<file path="config.mk">
export PLATFORM = sky130hd
export DESIGN_NAME = pdc_front
export DESIGN_NICKNAME = d
export VERILOG_FILES = /design/src/sv/pdc_pkg.sv /design/src/sv/pdc_front.sv
export SDC_FILE = /design/constraint.sdc
export NUM_CORES = 1
export LEC_CHECK = 0
export BUFFER_PORTS_ARGS = -buffer_cell sky130_fd_sc_hd__clkbuf_2
export CORE_MARGIN = 2
export CORE_UTILIZATION = 50
export DETAILED_ROUTE_END_ITERATION = 10
export GPL_TIMING_DRIVEN = 0
export PLACE_DENSITY_LB_ADDON = 0.15
export SLEW_MARGIN = 20
export SYNTH_ARGS = -nofsm -noshare
export SYNTH_HDL_FRONTEND = slang
export SYNTH_SLANG_ARGS = --single-unit
</file>
<file path="constraint.sdc">
create_clock -name clk -period 2 [get_ports clk]
set_clock_uncertainty 0.15 [all_clocks]
set_input_delay 0.2 -clock clk [delete_from_list [all_inputs] [get_ports clk]]
set_output_delay 0.2 -clock clk [all_outputs]
set_load 0.03 [all_outputs]
</file>
<file path="src/sv/pdc_pkg.sv">
`default_nettype none

package pdc_pkg;

    // Field widths fixed by the request and message formats
    localparam int NODE_CNT_W = 5;
    localparam int PAGE_W     = 10;
    localparam int NODE_W     = 4;

    // Defaults for the top-level parameters
    localparam int PAGES_DEF = 1024;
    localparam int NODES_DEF = 16;

    // Reset value of the node count register
    localparam logic [NODE_CNT_W-1:0] NODE_COUNT_RESET = 5'd16;

    // Depth of the command queue between front and back (power of two)
    localparam int QUEUE_DEPTH = 2;

    // Page modes
    localparam logic MODE_SHARED   = 1'b0;
    localparam logic MODE_WRITABLE = 1'b1;

    // Request kinds on the input stream
    typedef enum logic [1:0] {
        ACT_READ  = 2'd0,
        ACT_WRITE = 2'd1,
        ACT_CLAIM = 2'd2,
        ACT_BAD   = 2'd3
    } action_t;

    // Classified command handed from front to back
    typedef enum logic [1:0] {
        OP_READ   = 2'd0,
        OP_WRITE  = 2'd1,
        OP_CLAIM  = 2'd2,
        OP_REJECT = 2'd3
    } op_t;

    // Message kinds on the output stream
    typedef enum logic [2:0] {
        MSG_FETCH      = 3'd0,
        MSG_INVALIDATE = 3'd1,
        MSG_REVOKE     = 3'd2,
        MSG_GRANT      = 3'd3,
        MSG_REPLY      = 3'd4,
        MSG_REJECT     = 3'd5
    } msg_kind_t;

    typedef struct packed {
        op_t               op;
        logic [PAGE_W-1:0] page;
        logic [NODE_W-1:0] req;
    } cmd_t;

    typedef struct packed {
        msg_kind_t         kind;
        logic [NODE_W-1:0] target_node;
        logic [PAGE_W-1:0] page_index;
        logic              grants_write;
        logic [NODE_W-1:0] data_from;
        logic              data_valid;
        logic              last;
    } msg_t;

    // Status from the back end to the front end
    typedef struct packed {
        logic clearing;
        logic pop;
    } back_status_t;

endpackage

`default_nettype wire

</file>
<file path="src/sv/pdc_front.sv">
`default_nettype none

module pdc_front
    import pdc_pkg::*;
#(
    parameter int PAGES = PAGES_DEF
) (
    input  wire logic                  clk,
    input  wire logic                  rst_n,
    input  wire logic                  s_axis_tvalid,
    output logic                       s_axis_tready,
    input  wire logic [15:0]           s_axis_tdata,
    input  wire logic [1:0]            s_axis_tuser,
    input  wire logic [NODE_CNT_W-1:0] eff_count,
    input  wire back_status_t          status,
    output cmd_t                       cmd,
    output logic                       cmd_valid
);

    localparam int QPW = QUEUE_DEPTH > 1 ? $clog2(QUEUE_DEPTH) : 1;
    localparam int QCW = $clog2(QUEUE_DEPTH + 1);
    localparam logic [16:0] PAGE_LIMIT = 17'(PAGES);

    cmd_t            q_mem_reg [QUEUE_DEPTH];
    logic [QPW-1:0]  wr_ptr_reg, wr_ptr_next;
    logic [QPW-1:0]  rd_ptr_reg, rd_ptr_next;
    logic [QCW-1:0]  q_count_reg, q_count_next;

    action_t           action;
    logic [PAGE_W-1:0] page;
    logic [NODE_W-1:0] requester;
    logic              reject;
    cmd_t              new_cmd;
    logic              push;

    // Unpack and classify the incoming request
    always_comb
    begin
        action    = action_t'(s_axis_tuser);
        page      = s_axis_tdata[PAGE_W-1:0];
        requester = s_axis_tdata[PAGE_W+NODE_W-1:PAGE_W];
        reject    = (action == ACT_BAD)
                 || ({1'b0, requester} >= eff_count)
                 || ({7'b0, page} >= PAGE_LIMIT);
        new_cmd.page = page;
        new_cmd.req  = requester;
        if (reject)
        begin
            new_cmd.op = OP_REJECT;
        end
        else
        begin
            case (action)
                ACT_READ:  new_cmd.op = OP_READ;
                ACT_WRITE: new_cmd.op = OP_WRITE;
                ACT_CLAIM: new_cmd.op = OP_CLAIM;
                default:   new_cmd.op = OP_REJECT;
            endcase
        end
    end

    // Queue control
    assign s_axis_tready = !status.clearing && (q_count_reg != QCW'(QUEUE_DEPTH));
    assign push          = s_axis_tvalid && s_axis_tready;
    assign cmd_valid     = (q_count_reg != '0);
    assign cmd           = q_mem_reg[rd_ptr_reg];

    always_comb
    begin
        wr_ptr_next  = push ? wr_ptr_reg + QPW'(1) : wr_ptr_reg;
        rd_ptr_next  = status.pop ? rd_ptr_reg + QPW'(1) : rd_ptr_reg;
        q_count_next = q_count_reg;
        if (push && !status.pop)
        begin
            q_count_next = q_count_reg + QCW'(1);
        end
        else if (!push && status.pop)
        begin
            q_count_next = q_count_reg - QCW'(1);
        end
    end

    always_ff @(posedge clk or negedge rst_n)
    begin
        if (!rst_n)
        begin
            wr_ptr_reg  <= '0;
            rd_ptr_reg  <= '0;
            q_count_reg <= '0;
        end
        else
        begin
            wr_ptr_reg  <= wr_ptr_next;
            rd_ptr_reg  <= rd_ptr_next;
            q_count_reg <= q_count_next;
        end
    end

    // Queue storage
    always_ff @(posedge clk)
    begin
        if (push)
        begin
            q_mem_reg[wr_ptr_reg] <= new_cmd;
        end
    end

endmodule

`default_nettype wire

</file>
; Yosys cells after proc, flatten, opt, wreduce, memory -nomap -nowiden
; Memories as Yosys holds them, arrays and structs flattened.
; Cells that the tools add are included.
[word_totals]
word_cells = 30
regBits = 4
ram_bits = 32
mem_count = 1
in_bits = 28
output_inout_bits = 18
[op_classes]
reduce_logical = 11
muxes = 6
magnitude_cmp = 1
addsub = 4
n_eq_ne = 4
[mem_list]
columns = name, words, width, read_ports, rd_ports_with_merged_regs, write_ports, line
row1 = q_mem_reg, 2, 16, 1, 0, 1, pdc_front.sv:24  ; cmd_t q_mem_reg [QUEUE_DEPTH];
[op_table]
columns = cell, count
row1 = $mux 2, 3
row2 = $pmux 2 s3, 1
row3 = $ge 4x5->1, 1
row4 = $eq 2x2->1 const B, 2
row5 = $logic_and 1x1->1, 4
row6 = $reduce_bool 2->1, 2
row7 = $logic_not 1->1, 3
row8 = $add 1x1->1 const B, 2
row9 = $add 2x1->2 const B, 1
row10 = $eq 2x1->1 const B, 1
row11 = $logic_not 2->1, 1
row12 = $mux 1, 2
row13 = $ne 2x2->1 const B, 1
row14 = $sub 2x1->2 const B, 1
row15 = $logic_or 1x1->1, 1

; Depth between registers and ports, before layout
[depth]
ltp_word = 7
ltp_mapped = 7
mapped_depth_nobuf = 7

; Worst setup path before layout
; No wires, ideal clock.
[synth_path]
path_type = flip-flop to flip-flop
start = register q_count_reg[0]
end = memory q_mem_reg[1][0] in the netlist's numbering (enable)
setup_time_ps = 374
path_slack_ps = -74
path_buffers = 0
arrival_ps = 1551
t_required_ps = 1476
synth_period_minus_slack_ps = 2074
path_stages_with_launch = 4
path_cell_list = dfrtp_1 -> inv_1 -> a21oi_1 -> and3_1
[synth_via]
elab_chain_cells = 5
[synth_lines]
columns = item, line
row1 = "start, declared", pdc_front.sv:27  ; logic [QCW-1:0] q_count_reg, q_count_next;
row2 = "start signal, assigned", pdc_front.sv:95  ; q_count_reg <= q_count_next;
row3 = $ne 2x2->1, pdc_front.sv:63  ; assign s_axis_tready = !status.clearing && (q_count_reg != QCW'(QUEUE_DEPTH));
row4 = $logic_and 1x1->1, pdc_front.sv:63
row5 = via s_axis_tready, pdc_front.sv:11  ; output logic s_axis_tready,
row6 = $logic_and 1x1->1, pdc_front.sv:64  ; assign push = s_axis_tvalid && s_axis_tready;
row7 = $mux 1, pdc_front.sv:102  ; if (push)
row8 = $mux 1 (not written as such), pdc_front.sv:104  ; q_mem_reg[wr_ptr_reg] <= new_cmd;
row9 = "end, declared", pdc_front.sv:24
; The timed path passes the listed nets, and every way through them passes these cells.

==> results_dict.tcl <==
set metrics [dict create \
    status "complete, no violations" \
    timing.fmax_mhz 525 \
    final_core_util_pct 70.9 \
    grt_pass1_vias 900 \
    cts_resized 0 \
    drc 0 \
    rr_worst_depth 3 \
    wl_um 2500 \
    die_h_um 58.5 \
    maxSlewViolCount 0 \
    nets 188 \
    slew_headroom_pct 44.0 \
    worst_pin_slew_ps 839 \
    r2r-start "q_count_reg[1]" \
    power_uw 2260 \
    antenna_found_initial 0 \
    path_clk_slew_ps 100 \
    synthMuxAreaShare_pct 12.1 \
    required_ps 1930 \
    p_per_area_nw_per_um2 1150 \
    synth-simple-area-share_pct 3.20 \
    setup_violations 0 \
    fin_crit_ps 1910 \
    synth_seq_cells 36 \
    peakVddDrop_mv 0.973 \
    synth.top_cell.area_share_pct 64.7 \
    portBuffers 43 \
    p_leak_uw 0.000835 \
    placed_cell_area_um2 1740 \
    rows 19 \
    stdcell_count 187 \
    cp-end-kind "register" \
    core_area_um2 2780 \
    viasPerCell 4.91 \
    overflow 0 \
    drive_gt1_share_pct 44.2 \
    wl_per_cell_um 13.4 \
    grt_usage_pct 16.5 \
    period_share_pct 95.3 \
    dr.pass1.iters 4 \
    cap_violations 0 \
    crit_fanout 3 \
    design_area_um2 1970 \
    initial_utilization_pct 53.4 \
    diodes 0 \
    place_congestion 0.656 \
    ant_nets 0 \
    largest_register_ffs 32 \
    critPathLaunchType "primary input" \
    dp.cells 161 \
    yosys-top-cells-count "edfxtp_1 (32), mux2_2 (16), inv_1 (10)" \
    synth_ff_type "edfxtp_1" \
    r2r_end "q_mem_reg[0][9]" \
    yosysMostFrequentCell "edfxtp_1" \
    yosys-top-cells-area "edfxtp_1 (65%), mux2_2 (12%), dfrtp_1 (6.7%), ha_1 (4.2%), inv_1 (2.5%)" \
    dpl.hpwl_um 1710 \
    synth-compound-area-share_pct 2.02 \
    yosys.area_share.xor_xnor_pct 2.95 \
    synth_cell_types 17 \
    grt_max_degree 17 \
    yosysSeqAreaShare_pct 71.4 \
    syn_inst 87 \
    synth-edff-count 32 \
    rsz0062_at_grt "false" \
    hold_class "in -> async" \
    cts_tree "yes" \
    via_count 919 \
    syn_nets 120 \
    whs_ps 38.2 \
    clk_path_buf_depth 2 \
    grt_pass1_wl_um 3930 \
    cts_sinks 36 \
    clk_latency_ps 340 \
    cts-buffers-inserted 5 \
    avgSynthCellArea_um2 17.1 \
    cts-htree-levels 2 \
    syn_area_um2 1490 \
    hold_violations 0 \
    async_reset_ff_share_pct 11.1 \
    synth_adder_area_share_pct 4.21 \
    yosysWarnings 0 \
    arrival_ps 1840 \
    first_iter_violations 12 \
    synth_area_leader_cell "edfxtp_1" \
    ios 46 \
    die_w_um 58.5 \
    clockRootBuffer "clkbuf_4" \
    path_class "in -> reg" \
    area_growth_pct 32.8 \
    r2r_slack_ps 140 \
    die-area_um2 3420 \
    synth_top_family_by_area "multiplexers" \
]
[cell usage in the layout, fill, tap and decap left out, drive strengths merged]
cell type / Yosys / final
clkbuf: 0 / 50
nand4b: 1 / 1
o211ai: 1 / 1
nor2: 3 / 3
buf: 2 / 2
inv: 10 / 10
xor2: 2 / 2
and3: 1 / 1
edfxtp: 32 / 32
nor3: 1 / 1
dfrtp: 4 / 4
ha: 5 / 5
xnor2: 3 / 3
a211oi: 1 / 1
nand2: 1 / 1
clkinv: 0 / 1
dlygate4sd3: 0 / 18
a21oi: 2 / 2
or3: 2 / 2
mux2: 16 / 16
[stage by stage]
step	worst slack (ps)	setup TNS (ps)
floorplan	87.2	0
global placement	-214	-3420
detailed placement	145	0
CTS	83.4	0
global route	14.6	0
finish	94.0	0
[critical path, stage by stage]
cell,delay [ps]
dlygate4sd3_1,540
clkbuf_2,130
ha_1,330
a211oi_2,180
nor3_1,80
or3_1,380
[final cells by class]
cell class	count	area, µm²
multi-input cells	39	368
clock buffers	7	45.0
fillers	205	810
clock inverters	1	3.75
inverters	10	37.5
well taps	31	38.8
repair buffers	61	395
plain buffers	2	22.5
flip-flops and latches	36	1060
[logic make-up (layout without fill, tap and decap cells)]
logic type / after synthesis / in the layout
muxes: 16 / 16
adders and majority gates: 5 / 5
buffers and inverters: 12 / 81
DFF: 36 / 36
AOI/OAI and AO/OA: 4 / 4
xor gates and xnor gates: 5 / 5
and+or+nand+nor: 9 / 9
[report_power, final]
| group | internal (µW) | total, µW | leakage (µW) | switching, µW |
|---|---|---|---|---|
| clock | 135 | 357 | 0.0000269 | 222 |
| combinational | 362 | 901 | 0.000469 | 540 |
| sequential | 955 | 1010 | 0.000339 | 50.8 |
| total | 1450 | 2260 | 0.000835 | 812 |
[layer usage]
metal	track usage (%)	up-vias	part of all wire, %
li1	-	454	-
met1	17.3	421	40
met2	28.6	37	52
met3	4.62	7	5.4
met4	11.0	0	2.4
met5	0	-	0
[worst max path at each step]
stage	startpoint	end	slack (ps)	depth (start not counted)
2_1_floorplan	q_count_reg[0]	q_mem_reg[1][0]	90	3
3_3_place_gp	q_count_reg[1]	q_mem_reg[0][13]	-210	3
3_5_place_dp	q_count_reg[1]	q_mem_reg[0][13]	150	3
4_1_cts	rd_ptr_reg	cmd[3]	80	4
5_1_grt	q_count_reg[1]	q_mem_reg[0][9]	10	3
6_report	s_axis_tdata[12]	q_mem_reg[0][15]	90	6
[what timing repair did]
item	in CTS	in global routing
endpoints found under the hold margin	37	0
setup endpoints to repair	0	0
setup buffers	0	0
hold buffers	18	0
Power figures use the tool's default switching activity.
